`config.mk`:
```
export PLATFORM = sky130hd
export DESIGN_NAME = skinny128_tweakey_schedule
export DESIGN_NICKNAME = d
export VERILOG_FILES = /design/src/rtl/skt_pkg.sv /design/src/rtl/skt_round_unit.sv /design/src/rtl/skt_ctrl.sv /design/src/rtl/skinny128_tweakey_schedule.sv
export SDC_FILE = /design/constraint.sdc
export NUM_CORES = 1
export LEC_CHECK = 0
export CORE_MARGIN = 2
export CORE_UTILIZATION = 64
export CTS_CLUSTER_DIAMETER = 100
export DETAILED_ROUTE_END_ITERATION = 6
export DONT_BUFFER_PORTS = 1
export PLACE_DENSITY = 0.88
export SETUP_SLACK_MARGIN = 0.15
export SYNTH_ARGS = -nofsm -noshare
export SYNTH_HDL_FRONTEND = slang
export SYNTH_SLANG_ARGS = --single-unit
```
`constraint.sdc`:
```
create_clock -name clk -period 9.2 [get_ports clk]
set_input_delay 1.38 -clock clk [delete_from_list [all_inputs] [get_ports clk]]
set_output_delay 1.38 -clock clk [all_outputs]
set_load 0.01 [all_outputs]
```
`src/rtl/skt_pkg.sv`:
```
// Package with the shared types, constants and round functions of the SKINNY-128 tweakey schedule.
package skt_pkg;

	localparam int unsigned MAX_ROUNDS  = 56;
	localparam int unsigned HALF_W      = 64;
	localparam int unsigned ROUND_W     = 6;
	localparam int unsigned RC_W        = 6;
	localparam int unsigned WORDS_W     = 2;
	localparam int unsigned CFG_INDEX_W = 1;
	localparam int unsigned CFG_DATA_W  = 6;

	// Configuration register indexes.
	localparam logic [CFG_INDEX_W-1:0] REG_TWEAKEY_WORDS = 1'd0;
	localparam logic [CFG_INDEX_W-1:0] REG_ROUND_COUNT   = 1'd1;

	localparam logic [ROUND_W-1:0] MAX_ROUNDS_CODE = ROUND_W'(MAX_ROUNDS);
	localparam logic [WORDS_W-1:0] WORDS_RESET     = 2'd3;
	localparam logic [RC_W-1:0]    RC_FIRST        = 6'h01;

	// One input word: the three tweakey words, each as two 64-bit halves.
	typedef struct packed {
		logic [HALF_W-1:0] tk1_low;
		logic [HALF_W-1:0] tk1_high;
		logic [HALF_W-1:0] tk2_low;
		logic [HALF_W-1:0] tk2_high;
		logic [HALF_W-1:0] tk3_low;
		logic [HALF_W-1:0] tk3_high;
	} in_t;

	// One result word.
	typedef struct packed {
		logic [HALF_W-1:0]  round_tweakey;
		logic [ROUND_W-1:0] round_number;
		logic               last;
	} out_t;

	// A running 128-bit tweakey word.
	typedef struct packed {
		logic [HALF_W-1:0] hi;
		logic [HALF_W-1:0] lo;
	} tk_word_t;

	// Sequencer outputs that steer the datapath.
	typedef struct packed {
		logic               run;
		logic               last;
		logic [ROUND_W-1:0] round;
		logic [RC_W-1:0]    rc;
	} ctrl_t;

	// Cell permutation P: the old low half moves up whole, and the new low half
	// takes the old high cells in the order 9, 15, 8, 13, 10, 14, 12, 11.
	function automatic tk_word_t permute_word(input tk_word_t w);
		tk_word_t r;
		r.hi = w.lo;
		r.lo = {w.hi[31:24], w.hi[39:32], w.hi[55:48], w.hi[23:16],
			w.hi[47:40], w.hi[7:0], w.hi[63:56], w.hi[15:8]};
		return r;
	endfunction

	function automatic logic [HALF_W-1:0] lfsr2_bytes(input logic [HALF_W-1:0] x);
		logic [HALF_W-1:0] r;
		logic [7:0]        b;
		r = '0;
		for (int i = 0; i < HALF_W / 8; i++) begin
			b = x[8*i +: 8];
			r[8*i +: 8] = {b[6:0], b[7] ^ b[5]};
		end
		return r;
	endfunction

	function automatic logic [HALF_W-1:0] lfsr3_bytes(input logic [HALF_W-1:0] x);
		logic [HALF_W-1:0] r;
		logic [7:0]        b;
		r = '0;
		for (int i = 0; i < HALF_W / 8; i++) begin
			b = x[8*i +: 8];
			r[8*i +: 8] = {b[0] ^ b[6], b[7:1]};
		end
		return r;
	endfunction

	function automatic logic [RC_W-1:0] step_constant(input logic [RC_W-1:0] rc);
		return {rc[4:0], ~(rc[5] ^ rc[4])};
	endfunction

endpackage

```
`src/rtl/skt_round_unit.sv`:
```
// Shared round unit: forms the round tweakey and the next state of all three words.
module skt_round_unit (
	input  skt_pkg::tk_word_t          w1,
	input  skt_pkg::tk_word_t          w2,
	input  skt_pkg::tk_word_t          w3,
	input  logic [skt_pkg::RC_W-1:0]   rc,
	output skt_pkg::tk_word_t          w1_next,
	output skt_pkg::tk_word_t          w2_next,
	output skt_pkg::tk_word_t          w3_next,
	output logic [skt_pkg::HALF_W-1:0] round_tweakey
);
	import skt_pkg::*;

	tk_word_t p2;
	tk_word_t p3;
	logic [HALF_W-1:0] const_add;

	// c0 goes into the low nibble of byte 0, c1 into the low bits of byte 4.
	assign const_add = {30'd0, rc[5:4], 28'd0, rc[3:0]};
	assign round_tweakey = w1.lo ^ w2.lo ^ w3.lo ^ const_add;

	assign p2 = permute_word(w2);
	assign p3 = permute_word(w3);

	assign w1_next    = permute_word(w1);
	assign w2_next.hi = p2.hi;
	assign w2_next.lo = lfsr2_bytes(p2.lo);
	assign w3_next.hi = p3.hi;
	assign w3_next.lo = lfsr3_bytes(p3.lo);

endmodule

```
`src/rtl/skt_ctrl.sv`:
```
// Round sequencer: round counter, round-constant LFSR and the busy state.
module skt_ctrl (
	input  logic                         clk,
	input  logic                         arst_n,
	input  logic                         accept,
	input  logic [skt_pkg::ROUND_W-1:0]  count,
	output logic                         busy,
	output skt_pkg::ctrl_t               ctrl
);
	import skt_pkg::*;

	localparam logic ST_IDLE = 1'b0;
	localparam logic ST_RUN  = 1'b1;

	logic               state_q;
	logic [ROUND_W-1:0] round_q;
	logic [ROUND_W-1:0] last_round_q;
	logic [RC_W-1:0]    rc_q;
	logic               last_round;

	assign last_round = (round_q == last_round_q);
	assign busy       = (state_q == ST_RUN);

	assign ctrl.run   = busy;
	assign ctrl.last  = last_round;
	assign ctrl.round = round_q;
	assign ctrl.rc    = rc_q;

	always_ff @(posedge clk or negedge arst_n) begin
		if (!arst_n) begin
			state_q      <= ST_IDLE;
			round_q      <= '0;
			last_round_q <= '0;
			rc_q         <= '0;
		end else begin
			case (state_q)
				ST_IDLE: begin
					// A run of zero rounds gives nothing and leaves the block idle.
					if (accept && (count != '0)) begin
						state_q      <= ST_RUN;
						round_q      <= '0;
						last_round_q <= count - ROUND_W'(1);
						rc_q         <= RC_FIRST;
					end
				end
				ST_RUN: begin
					round_q <= round_q + ROUND_W'(1);
					rc_q    <= step_constant(rc_q);
					if (last_round) begin
						state_q <= ST_IDLE;
					end
				end
				default: begin
					state_q <= ST_IDLE;
				end
			endcase
		end
	end

endmodule

```
`src/rtl/skinny128_tweakey_schedule.sv`:
```
// Top level of the SKINNY-128 tweakey schedule: configuration, word state and result register.
// When start is taken the word state is loaded, and every round tweakey passes through the
// result register; one word follows in every cycle until the last round of the run.
// Busy is high while the shared round unit steps the state through the saturated round count,
// and the next word is taken once busy has fallen. A round count of zero yields no result and
// leaves the block idle, so a word can be taken in every cycle. The receiver cannot stall.
// Reset clears the sequencer and the result strobe and sets three words and 56 rounds.
module skinny128_tweakey_schedule (
	input  logic                             clk,
	input  logic                             arst_n,
	input  logic                             start,
	output logic                             busy,
	input  skt_pkg::in_t                     item,
	output logic                             result_valid,
	output skt_pkg::out_t                    result,
	input  logic                             cfg_we,
	input  logic [skt_pkg::CFG_INDEX_W-1:0]  cfg_index,
	input  logic [skt_pkg::CFG_DATA_W-1:0]   cfg_data
);
	import skt_pkg::*;

	// Configuration registers.
	logic [WORDS_W-1:0] tweakey_words_q;
	logic [ROUND_W-1:0] round_count_q;

	// Running tweakey words.
	tk_word_t w1_q;
	tk_word_t w2_q;
	tk_word_t w3_q;
	tk_word_t w1_next;
	tk_word_t w2_next;
	tk_word_t w3_next;

	logic [HALF_W-1:0]  round_tweakey;
	logic [ROUND_W-1:0] count_sat;
	logic               use_tk2;
	logic               use_tk3;
	logic               accept;
	ctrl_t              ctrl;

	out_t result_q;
	logic result_valid_q;

	always_ff @(posedge clk or negedge arst_n) begin
		if (!arst_n) begin
			tweakey_words_q <= WORDS_RESET;
			round_count_q   <= MAX_ROUNDS_CODE;
		end else if (cfg_we) begin
			case (cfg_index)
				REG_TWEAKEY_WORDS: tweakey_words_q <= cfg_data[WORDS_W-1:0];
				REG_ROUND_COUNT:   round_count_q   <= cfg_data[ROUND_W-1:0];
				default: begin
				end
			endcase
		end
	end

	// A word count of zero behaves as TK1 alone, so only the counts two and three
	// bring in further words. Round counts above the maximum are clipped.
	assign use_tk2   = (tweakey_words_q >= 2'd2);
	assign use_tk3   = (tweakey_words_q == 2'd3);
	assign count_sat = (round_count_q > MAX_ROUNDS_CODE) ? MAX_ROUNDS_CODE : round_count_q;

	assign accept = start && !busy;

	skt_ctrl u_ctrl (
		.clk    (clk),
		.arst_n (arst_n),
		.accept (accept),
		.count  (count_sat),
		.busy   (busy),
		.ctrl   (ctrl)
	);

	skt_round_unit u_round (
		.w1            (w1_q),
		.w2            (w2_q),
		.w3            (w3_q),
		.rc            (ctrl.rc),
		.w1_next       (w1_next),
		.w2_next       (w2_next),
		.w3_next       (w3_next),
		.round_tweakey (round_tweakey)
	);

	// The word state is loaded on a start and stepped once for every round issued.
	// Unused words are loaded as zero so that they drop out of the xor.
	always_ff @(posedge clk) begin
		if (accept) begin
			w1_q.lo <= item.tk1_low;
			w1_q.hi <= item.tk1_high;
			w2_q.lo <= use_tk2 ? item.tk2_low  : '0;
			w2_q.hi <= use_tk2 ? item.tk2_high : '0;
			w3_q.lo <= use_tk3 ? item.tk3_low  : '0;
			w3_q.hi <= use_tk3 ? item.tk3_high : '0;
		end else if (ctrl.run) begin
			w1_q <= w1_next;
			w2_q <= w2_next;
			w3_q <= w3_next;
		end
	end

	// The result register keeps the round unit apart from the output; a new start can be
	// taken while the final round tweakey of the previous run is still on the port.
	always_ff @(posedge clk or negedge arst_n) begin
		if (!arst_n) begin
			result_valid_q <= 1'b0;
		end else begin
			result_valid_q <= ctrl.run;
		end
	end

	always_ff @(posedge clk) begin
		if (ctrl.run) begin
			result_q.round_tweakey <= round_tweakey;
			result_q.round_number  <= ctrl.round;
			result_q.last          <= ctrl.last;
		end
	end

	assign result_valid = result_valid_q;
	assign result       = result_q;

endmodule

```
==> summary.txt, run 1 <==
Synthesis
  • Ys async rst share: 5.80%
  • Syn. warnings: 0
  • Syn avg cell area: 12.2 um2
  • Syn Std Cell Area: 21100 um2
  • Cells after Synth: 1724
  • Sequential fraction of the synthesis area: 68.3%
  • Post-synth EDFFs: 455
  • Netlist cell types: 42
  • Post-synthesis register bit count: 483
  • Synthesized net count: 2122
  • Main synth FF type: edfxtp_1

Power
  • Switching share of power: 34.2%
  • Clock network fraction of total power: 19.5%
  • Cell Int Power: 6.34 mW
  • Psw: 3.29 mW
  • Register share of total power: 53.3%
  • PD cells: 423 nW/um2
  • Maximum VDD drop: 0.237 mV
  • Lkg Pwr: 9.19 nW
  • Comb power frac: 27.2%

Place
  • I/O Buffers: 0
  • Placed instance area: 21200 um2
  • Post-DP HPWL: 42.8 mm
  • Routability cong.: 0.915

STA
  • Tmin final: 3.63 ns
  • Max Slew Vio Count: 0
  • Clock skew: 0.0212 ns
  • Max-slew headroom: 22.0%
  • RSZ-0062 raised after global routing: no
  • Final setup vio count: 0
  • Fin crit share: 39.5%
  • Post-route setup TNS: 0 ns
  • Max Freq: 0.275 GHz
  • WHS: 0.510 ns
  • Final hold viol count: 0
  • Worst slew pin tran: 1.17 ns

Hold path
  • Worst hold path type: reg -> reg

Floorplanning
  • Die H: 185 um
  • Core area: 32500 um2
  • Site row count: 66
  • Initial Utilization: 64.9%
  • Die Wd: 185 um
  • I/O pin cnt: 468
  • Die area: 34400 um2

CTS
  • Worst skew pair latency: 0.55 ns
  • H-Tree Level Count: 2
  • Clock slew at reported path FFs: 0.06 ns
  • Post-CTS sizing: 0
  • CTS Hold Bufs: 0
  • CTS tree: done
  • Clock Path Buffers: 3
  • CTS Root Cell: clkbuf_16
  • CTS Sinks: 483
  • Total CTS buffers: 48
  • Setup repair bufs after CTS: 0

Job
  • Max-cap violations: 0

Drt
  • Length of the first detailed-routing pass in iterations: 5
  • WL per Instance: 27.2 um
  • Routed WL: 58.9 mm
  • Via density: 6.32
  • Drt drc: 0
  • Final ANT Viol Nets: 0
  • Drt first-iter violations: 1968
  • Routed vias: 13699

Global route
  • Largest net degree at the start of global routing: 223
  • Total grt overflow: 0
  • First-pass GRT wire length: 81.8 mm
  • Total global routing track utilization: 33.5%
  • Vias in the first global route: 12778
  • Initial antenna violation count: 4

Final layout
  • Share of layout cells above drive strength 1: 5.70%
  • Fillers: 2152
  • Core Util, Final: 70.1%
  • Final instance area: 22800 um2
  • Area growth syn-to-layout: 8.13%
  • # nets final: 2079

Status
  • Run status: finished clean

Critical path
  • CP Capture Type: flop
  • Worst EP required: 9.59 ns
  • Crit-path max FO: 222
  • FF-to-FF setup slack: 5.57 ns
  • Worst EP arrival: 4.02 ns
  • Startpoint types: flop
  • Crit Path Category: reg -> reg
## flip-flops by register name, indices dropped and copies added, names as in the netlist
| signal | flops |
|---|---|
| u_ctrl.busy | 1 |
| u_ctrl.rc_q | 6 |
| round_count_q | 6 |
| result_valid | 1 |
| w1_q | 128 |
| u_ctrl.last_round_q | 6 |
| w2_q | 128 |
| w3_q | 128 |
| u_ctrl.round_q | 6 |
| result | 71 |
| tweakey_words_q | 2 |
## synthesized netlist by cell type (2+ instances only)
library cell / number / area, um2
edfxtp_1: 455 / 13700
ha_1: 3 / 37.5
clkbuf_1: 35 / 131
mux2i_1: 3 / 30.0
and4_1: 2 / 17.5
nor3_1: 3 / 15.0
buf_4: 14 / 105
xor2_1: 17 / 149
nor2b_1: 4 / 25.0
inv_1: 3 / 11.3
mux2_4: 3 / 45.0
dfstp_2: 5 / 131
buf_1: 15 / 56.3
dfrtp_1: 23 / 576
o2bb2ai_1: 2 / 17.5
nand2b_1: 13 / 81.3
o21ai_1: 8 / 40.0
nand2_1: 637 / 2390
xnor2_1: 144 / 1260
o21ai_0: 8 / 40.0
nand3_1: 132 / 661
a211oi_1: 2 / 15.0
nor2_1: 2 / 7.51
buf_2: 39 / 195
mux2_2: 8 / 90.1
a22o_1: 128 / 1120
## kinds of logic (layout without fill, tap and decap cells)
| family | after synthesis | after routing | share of synthesized area [%] |
|---|---|---|---|
| AOI/OAI and AO/OA | 157 | 157 | 6.23 |
| xor gates and xnor gates | 161 | 161 | 6.70 |
| adders and majority gates | 3 | 3 | 0.178 |
| buffers and inverters | 107 | 101 | 2.42 |
| DFF | 483 | 483 | 68.3 |
| muxes | 14 | 14 | 0.785 |
| other | 0 | 7 | 0 |
| and+or+nand+nor | 799 | 799 | 15.4 |
## area by class of cell
cell class	instances	area (um2)	share of cell area (%)
Antenna cell	7	17.5	0.0770
Multi-Input combinational cell	1134	6190	27.2
Tap cell	442	553	2.43
Clock buffer	69	1370	6.03
Timing Repair Buffer	11	108	0.473
Inverter	3	11.3	0.0495
Sequential cell	483	14400	63.2
Clock inverter	18	130	0.572
## worst max-delay path: stages, from the launching register on
cell	delay, ns
dfrtp_4	0.67
nand2b_4	0.60
buf_12	0.67
buf_4	0.89
a22o_1	0.30
## path summary, 6_finish.rpt
| path | from | to | cells past startpoint |
|---|---|---|---|
| min in group asynchronous | arst_n | u_ctrl.rc_q[4]$_DFFE_PN0P_ | 0 |
| worst max-delay path | u_ctrl.busy$_DFF_PN0_ | w3_q[19]$_DFFE_PP_ | 4 |
| worst min-delay path | w2_q[84]$_DFFE_PP_ | w2_q[37]$_DFFE_PP_ | 2 |
| max in group asynchronous | arst_n | round_count_q[3]$_DFFE_PN1P_ | 0 |
| worst max register to register | u_ctrl.busy$_DFF_PN0_ | w3_q[19]$_DFFE_PP_ | 4 |
| worst min register to register | w2_q[84]$_DFFE_PP_ | w2_q[37]$_DFFE_PP_ | 2 |
## per-stage QoR
step | setup WS (ns) | power, mW | instances
3_3_place_gp | 5.11 | 7.54 | 2073
5_1_grt | 5.42 | 10.1 | 2162
6_report | 5.57 | 9.64 | 2167
2_1_floorplan | 1.46 | 6.68 | 1724
3_5_place_dp | 5.09 | 7.72 | 2073
4_1_cts | 5.66 | 9.60 | 2160
## power groups by stage
stage | logic [mW] | clock network (mW) | registers (mW)
final | 2.62 | 1.88 | 5.14
after global routing | 2.89 | 1.97 | 5.21
after CTS | 2.60 | 1.90 | 5.11
after detailed placement | 2.58 | 0 | 5.13
after global placement | 2.45 | 0 | 5.09
after floorplan | 1.92 | 0 | 4.76
## cell usage in the layout (no fill, tap or decap), drive strengths merged, types with 2 or more instances in the layout
cell type / instances
diode: 7
edfxtp: 455
bufinv: 2
nand2b: 13
nor2: 2
mux2i: 3
nand2: 637
mux2: 11
a22o: 128
nand3: 132
clkinv: 15
o21a: 2
o2bb2ai: 2
ha: 3
a211oi: 2
xnor2: 144
dfrtp: 23
nor2b: 4
dfstp: 5
buf: 11
nor3: 3
o21ai: 16
and4: 2
inv: 3
xor2: 17
clkbuf: 69
## layer usage
layer / wire length, um / track usage (%) / up-vias
met5: 0 / 0 / -
li1: - / - / 5969
met1: 21700 / 46.7 / 6539
met3: 8410 / 10.4 / 165
met2: 25900 / 49.4 / 1026
met4: 2840 / 13.9 / 0
Note: power is estimated with default switching activity, not from simulation.
==> inputs of run 2 (changes only) <==
- ABC_AREA: not set -> 1
- CORE_UTILIZATION: 64 -> 58
- PLACE_DENSITY: 0.88 -> 0.84
- clock period: 9.2 -> 3.05 ns (I/O delays scaled with it)
==> run 2 against run 1 <==
The flow now finishes with violations (design-rule violations). Clock skew decreased by 0.0039 ns. Synthesized cell count increased by 17%. Fmax increased by 43%. Count of clock-buffer cells in the layout decreased by 7. Cell count increased by 16%. Global-route usage decreased by 1.5 points. Hold slack got worse by 0.47 ns. Via count increased by 9.8%. Critical endpoint is now w1_q[54]$_DFFE_PP_. Largest cell class unchanged.
==> summary.txt, run 2 <==
Synthesis
  • Post-synthesis register bit count: 483
  • Netlist cell types: 25
  • Syn Std Cell Area: 21500 um2
  • Yosys top cell by area: edfxtp_1
  • Syn avg cell area: 10.7 um2
  • Share of the synthesized area in the top cell type: 63.6%
  • Synthesized net count: 2409
  • Post-synth EDFFs: 455
  • Cell with the most instances after synthesis: nand2_1
  • Cells after Synth: 2011
  • Main synth FF type: edfxtp_1
  • Sequential fraction of the synthesis area: 66.9%
  • Top cells by count, synth: nand2_1, edfxtp_1, inv_1
  • Ys async rst share: 5.80%
  • Dominant cells by area after synthesis: edfxtp_1, nand2_1, inv_1, xnor2_1, nand3_1
  • Syn. warnings: 0

Global route
  • Largest net degree at the start of global routing: 148
  • Total global routing track utilization: 32.1%
  • Vias in the first global route: 14325
  • Initial antenna violation count: 5
  • First-pass GRT wire length: 89.2 mm
  • Total grt overflow: 0

Floorplanning
  • Core area: 36500 um2
  • Die Wd: 196 um
  • I/O pin cnt: 468
  • Initial Utilization: 58.8%
  • Die H: 196 um
  • Site row count: 70
  • Die area: 38600 um2

Drt
  • Drt first-iter violations: 2090
  • Final ANT Viol Nets: 0
  • Routed WL: 63.1 mm
  • Via density: 6.01
  • Length of the first detailed-routing pass in iterations: 7
  • Routed vias: 15043
  • Drt drc: 1
  • WL per Instance: 25.2 um

STA
  • Final hold viol count: 0
  • Tmin final: 2.53 ns
  • Max-slew headroom: 49.2%
  • Max Freq: 0.395 GHz
  • Final worst slack: 0.517 ns
  • Worst slew pin tran: 0.757 ns
  • Clock skew: 0.0173 ns
  • Final setup vio count: 0
  • WHS: 0.0359 ns
  • Fin crit share: 83.0%
  • RSZ-0062 raised after global routing: no
  • Post-route setup TNS: 0 ns
  • Max Slew Vio Count: 0

Final layout
  • Most frequent cells in the layout: nand2_1, edfxtp_1, inv_1
  • Most common cell after layout, fill and taps aside: nand2_1
  • Final instance area: 23500 um2
  • Non-Filler Instances: 2503
  • Area growth syn-to-layout: 9.48%
  • Core Util, Final: 64.4%
  • Share of layout cells above drive strength 1: 5.32%
  • # nets final: 2393
  • Storage element area: 14400 um2
  • Fillers: 2702
  • Multi-input gate area: 5890 um2
  • Largest registers: w1_q x128, w2_q x128, w3_q x128

Critical path
  • FF-to-FF setup slack: 0.52 ns
  • Startpoint types: flop
  • Worst EP arrival: 2.76 ns
  • CP max stage delay: 0.51 ns
  • Crit Path Category: reg -> reg
  • Worst R2R Start: u_ctrl.busy$_DFF_PN0_
  • Worst flop-to-flop path endpoint: w1_q[54]$_DFFE_PP_
  • Crit-path max FO: 98
  • Critical path's slowest cell: buf_4
  • Worst path cell trace: buf_4 -> clkinv_4 -> nand2_8 -> buf_12
  • Worst Reg-to-Reg Cells: 4
  • CP Capture Type: flop
  • Worst EP required: 3.28 ns

CTS
  • Total CTS buffers: 49
  • CTS Root Cell: clkbuf_16
  • CTS Sinks: 483
  • Clock slew at reported path FFs: 0.06 ns
  • H-Tree Level Count: 2
  • Post-CTS sizing: 0
  • Clock Path Buffers: 3
  • Setup repair bufs after CTS: 0
  • Worst skew pair latency: 0.59 ns
  • CTS tree: done

Place
  • Placed insts: 2407
  • Routability cong.: 0.937
  • I/O Buffers: 0
  • Post-DP HPWL: 45.7 mm
  • Pre-CTS setup slack: 0.527 ns
  • Placed instance area: 22000 um2

Status
  • Run status: finished, violations left
  • Violated checks: design-rule violations

Hold path
  • Hold-critical path depth: 1
  • Hold path startpoint: cfg_data[2]
  • Worst hold path type: in -> reg
  • Min-Delay Endpoint: round_count_q[2]$_DFFE_PN0P_

Power
  • PD cells: 1190 nW/um2
  • Tot Pwr: 28.1 mW
  • Lkg Pwr: 10.3 nW
  • Maximum VDD drop: 0.720 mV

Job
  • Max-cap violations: 0
-- run 2: cell types whose count changed after synthesis, moves of 23 or more --
cell     change
o21ai_1     +47
inv_1      +204
xor2_1      +48
a22o_1     -128
xnor2_1     -57
buf_2       +43
o21ai_0     +23
o22ai_1     +66
nand2_1    +110
-- run 2: worst max path at each step --
stage / slack (ns) / endpoint / from
6_report: 0.52 / w1_q[54]$_DFFE_PP_ / u_ctrl.busy$_DFF_PN0_
5_1_grt: 0.40 / w1_q[107]$_DFFE_PP_ / u_ctrl.busy$_DFF_PN0_
4_1_cts: 0.54 / w1_q[101]$_DFFE_PP_ / u_ctrl.busy$_DFF_PN0_
3_5_place_dp: 0.53 / w1_q[94]$_DFFE_PP_ / start
3_3_place_gp: 0.58 / w2_q[68]$_DFFE_PP_ / start
2_1_floorplan: -0.06 / w1_q[0]$_DFFE_PP_ / u_ctrl.busy$_DFF_PN0_
-- run 2: logic make-up (layout without fill, tap and decap cells) --
group                      count (synthesis)  after routing  synth area share [%]
and+or+nand+nor                          903            903                  16.7
other                                      0              5                     0
adders and majority gates                  3              3                 0.175
DFF                                      483            483                  66.9
xor gates and xnor gates                 152            152                  6.19
buffers and inverters                    309            328                  5.87
muxes                                      3              3                 0.151
AOI/OAI and AO/OA                        158            158                  4.08
-- run 2: critical path: cells and delay by family, from the launching register on --
| family | cells | cell delay (ns) |
|---|---|---|
| AND/OR/NAND/NOR | 1 | 0.44 |
| flip-flops | 1 | 0.43 |
| buffers and inverters | 3 | 1.22 |
-- run 2: report_power, final --
group	internal (mW)	leakage (nW)	switching, mW
combinational	2.68	4.35	5.04
sequential	12.2	5.24	2.46
clock	3.20	0.721	2.52
-- run 2: routing by layer --
metal | GRT usage [%] | up-vias | wire length [um]
li1 | - | 6596 | -
met1 | 44.9 | 7138 | 24000
met2 | 48.3 | 1139 | 28000
met3 | 9.74 | 168 | 8770
met4 | 10.7 | 2 | 2330
met5 | 0 | - | 13
-- run 2: layout make-up --
class,instances,share of cell area [%]
Antenna cell,5,0.0532
Clock buffer,62,5.42
Sequential cell,483,61.1
Inverter,209,3.39
Tap cell,468,2.49
Multi-Input combinational cell,1219,25.0
Clock inverter,24,0.846
Timing Repair Buffer,33,1.68
-- run 2: what timing repair did --
item                                   CTS  global route
endpoints found under the hold margin   31             0
setup endpoints to repair                0             0
hold buffers                             5             0
==> inputs of run 3 (changes only) <==
- CORE_UTILIZATION: 58 -> 64
- PLACE_DENSITY: 0.84 -> 0.88
- clock period: 3.05 -> 2.6 ns (I/O delays scaled with it)
==> run 3 against run 2 <==
The run now ends clean. Setup slack worse by 0.23 ns. Count of clock-buffer cells in the layout shrank 3. Total power is 17% higher. Critical path type is now reg -> out.
==> summary.txt, run 3 (synthesis gave the netlist of run 2 again) <==
Status
  • Run status: finished clean

CTS
  • Worst skew pair latency: 0.57 ns
  • CTS Root Cell: clkbuf_16
  • CTS Sinks: 483
  • Total CTS buffers: 48
  • Clock slew at reported path FFs: 0.06 ns
  • H-Tree Level Count: 2
  • Clock Path Buffers: 3
  • CTS tree: done
  • Post-CTS sizing: 0

Global route
  • Largest net degree at the start of global routing: 150
  • Vias in the first global route: 15059
  • Initial antenna violation count: 3
  • Total grt overflow: 0
  • Total global routing track utilization: 36.2%
  • First-pass GRT wire length: 92.4 mm

STA
  • Tmin final: 2.32 ns
  • Clock skew: 0.0220 ns
  • WHS: 0.00661 ns
  • Worst slew pin tran: 1.15 ns
  • RSZ-0062 raised after global routing: no
  • Final hold viol count: 0
  • Final setup vio count: 0
  • Max Slew Vio Count: 0
  • Max Freq: 0.432 GHz
  • Fin crit share: 89.1%
  • Max-slew headroom: 23.6%
  • Final worst slack: 0.284 ns

Power
  • Tot Pwr: 32.9 mW
  • Maximum VDD drop: 0.904 mV
  • PD cells: 1370 nW/um2
  • Lkg Pwr: 10.5 nW

Place
  • Pre-CTS setup slack: 0.492 ns
  • Routability cong.: 0.925
  • Post-DP HPWL: 45.1 mm
  • I/O Buffers: 0
  • Placed instance area: 21900 um2

Critical path
  • CP max stage delay: 0.84 ns
  • Worst EP arrival: 1.93 ns
  • Top delay family on crit path: buffers and inverters
  • Buffers and inverters on the worst path: 1
  • Worst EP required: 2.21 ns
  • Startpoint types: flop
  • CP Capture Type: output port
  • Crit-path max FO: 83
  • Crit Path Category: reg -> out
  • Critical path's slowest cell: buf_4
  • Worst path cell trace: buf_4

Drt
  • Final ANT Viol Nets: 0
  • WL per Instance: 25.3 um
  • Drt first-iter violations: 2322
  • Via density: 6.11
  • Length of the first detailed-routing pass in iterations: 6
  • Routed WL: 64.1 mm
  • Routed vias: 15470
  • Drt drc: 0

Floorplanning
  • I/O pin cnt: 468
  • Site row count: 67
  • Core area: 33300 um2
  • Initial Utilization: 64.6%
  • Die H: 187 um
  • Die area: 35100 um2
  • Die Wd: 187 um

Final layout
  • Share of layout cells above drive strength 1: 5.19%
  • Largest registers: w1_q x128, w2_q x128, w3_q x128
  • Most frequent cells in the layout: nand2_1, edfxtp_1, inv_1
  • Final instance area: 24000 um2
  • # nets final: 2443
  • Most common cell after layout, fill and taps aside: nand2_1
  • Area growth syn-to-layout: 11.6%

Job
  • Max-cap violations: 0

Hold path
  • Worst hold path type: in -> reg
[run 3: cell count changes in the layout (fill, tap and decap cells not counted), moves of 2 or more]
cell	delta
dlygate4sd3_1	+55
clkinv_2	+5
buf_4	-4
clkbuf_1	-4
clkinv_4	+3
bufinv_16	-2
diode_2	-2
inv_6	-2
[run 3: cell type report]
type	count	area, um2
flip-flops and latches	483	14400
inverters	209	797
diodes	3	7.51
clock inverters	27	165
well taps	448	561
multi-input cells	1219	5890
fillers	2174	9300
clock buffers	59	1270
repair buffers	84	916
[run 3: routing by layer]
layer / vias up / share of wire (%) / GRT usage, %
met2: 1231 / 45 / 55.2
met1: 7315 / 35 / 48.3
li1: 6705 / - / -
met4: 0 / 5.7 / 18.5
met5: - / 0 / 0
met3: 219 / 14 / 10.1
[run 3: where the power goes]
group	total [mW]	internal, mW	switching [mW]
clock	6.53	3.58	2.95
combinational	9.29	3.19	6.10
sequential	17.1	14.3	2.86
total	32.9	21.0	11.9
[run 3: path summary, 6_finish.rpt]
check | endpoint | slack (ns) | cells after the start | startpoint
worst min register to register | w1_q[1]$_DFFE_PP_ | 0.51 | 2 | w1_q[73]$_DFFE_PP_
worst max register to register | w2_q[121]$_DFFE_PP_ | 0.46 | 5 | u_ctrl.busy$_DFF_PN0_
max in group asynchronous | tweakey_words_q[0]$_DFFE_PN1P_ | 2.08 | 2 | arst_n
worst min-delay path | w1_q[23]$_DFFE_PP_ | 0.007 | 2 | item[343]
worst max-delay path | busy | 0.28 | 1 | u_ctrl.busy$_DFF_PN0_
min in group asynchronous | u_ctrl.last_round_q[1]$_DFFE_PN0P_ | 0.28 | 2 | arst_n
[run 3: metrics by stage]
stage | TNS [ns] | util, % | cells
4_1_cts | 0 | 72.0 | 2529
6_report | 0 | 72.1 | 2532
2_1_floorplan | -195.90 | - | 2011
3_3_place_gp | 0 | 65.9 | 2383
5_1_grt | 0 | 72.1 | 2531
3_5_place_dp | 0 | 65.9 | 2383
[run 3: timing repair]
action / CTS / global route
hold buffers: 60 / 0
setup endpoints to repair: 0 / 0
buffers inserted: 0 / 0
endpoints found under the hold margin: 88 / 0
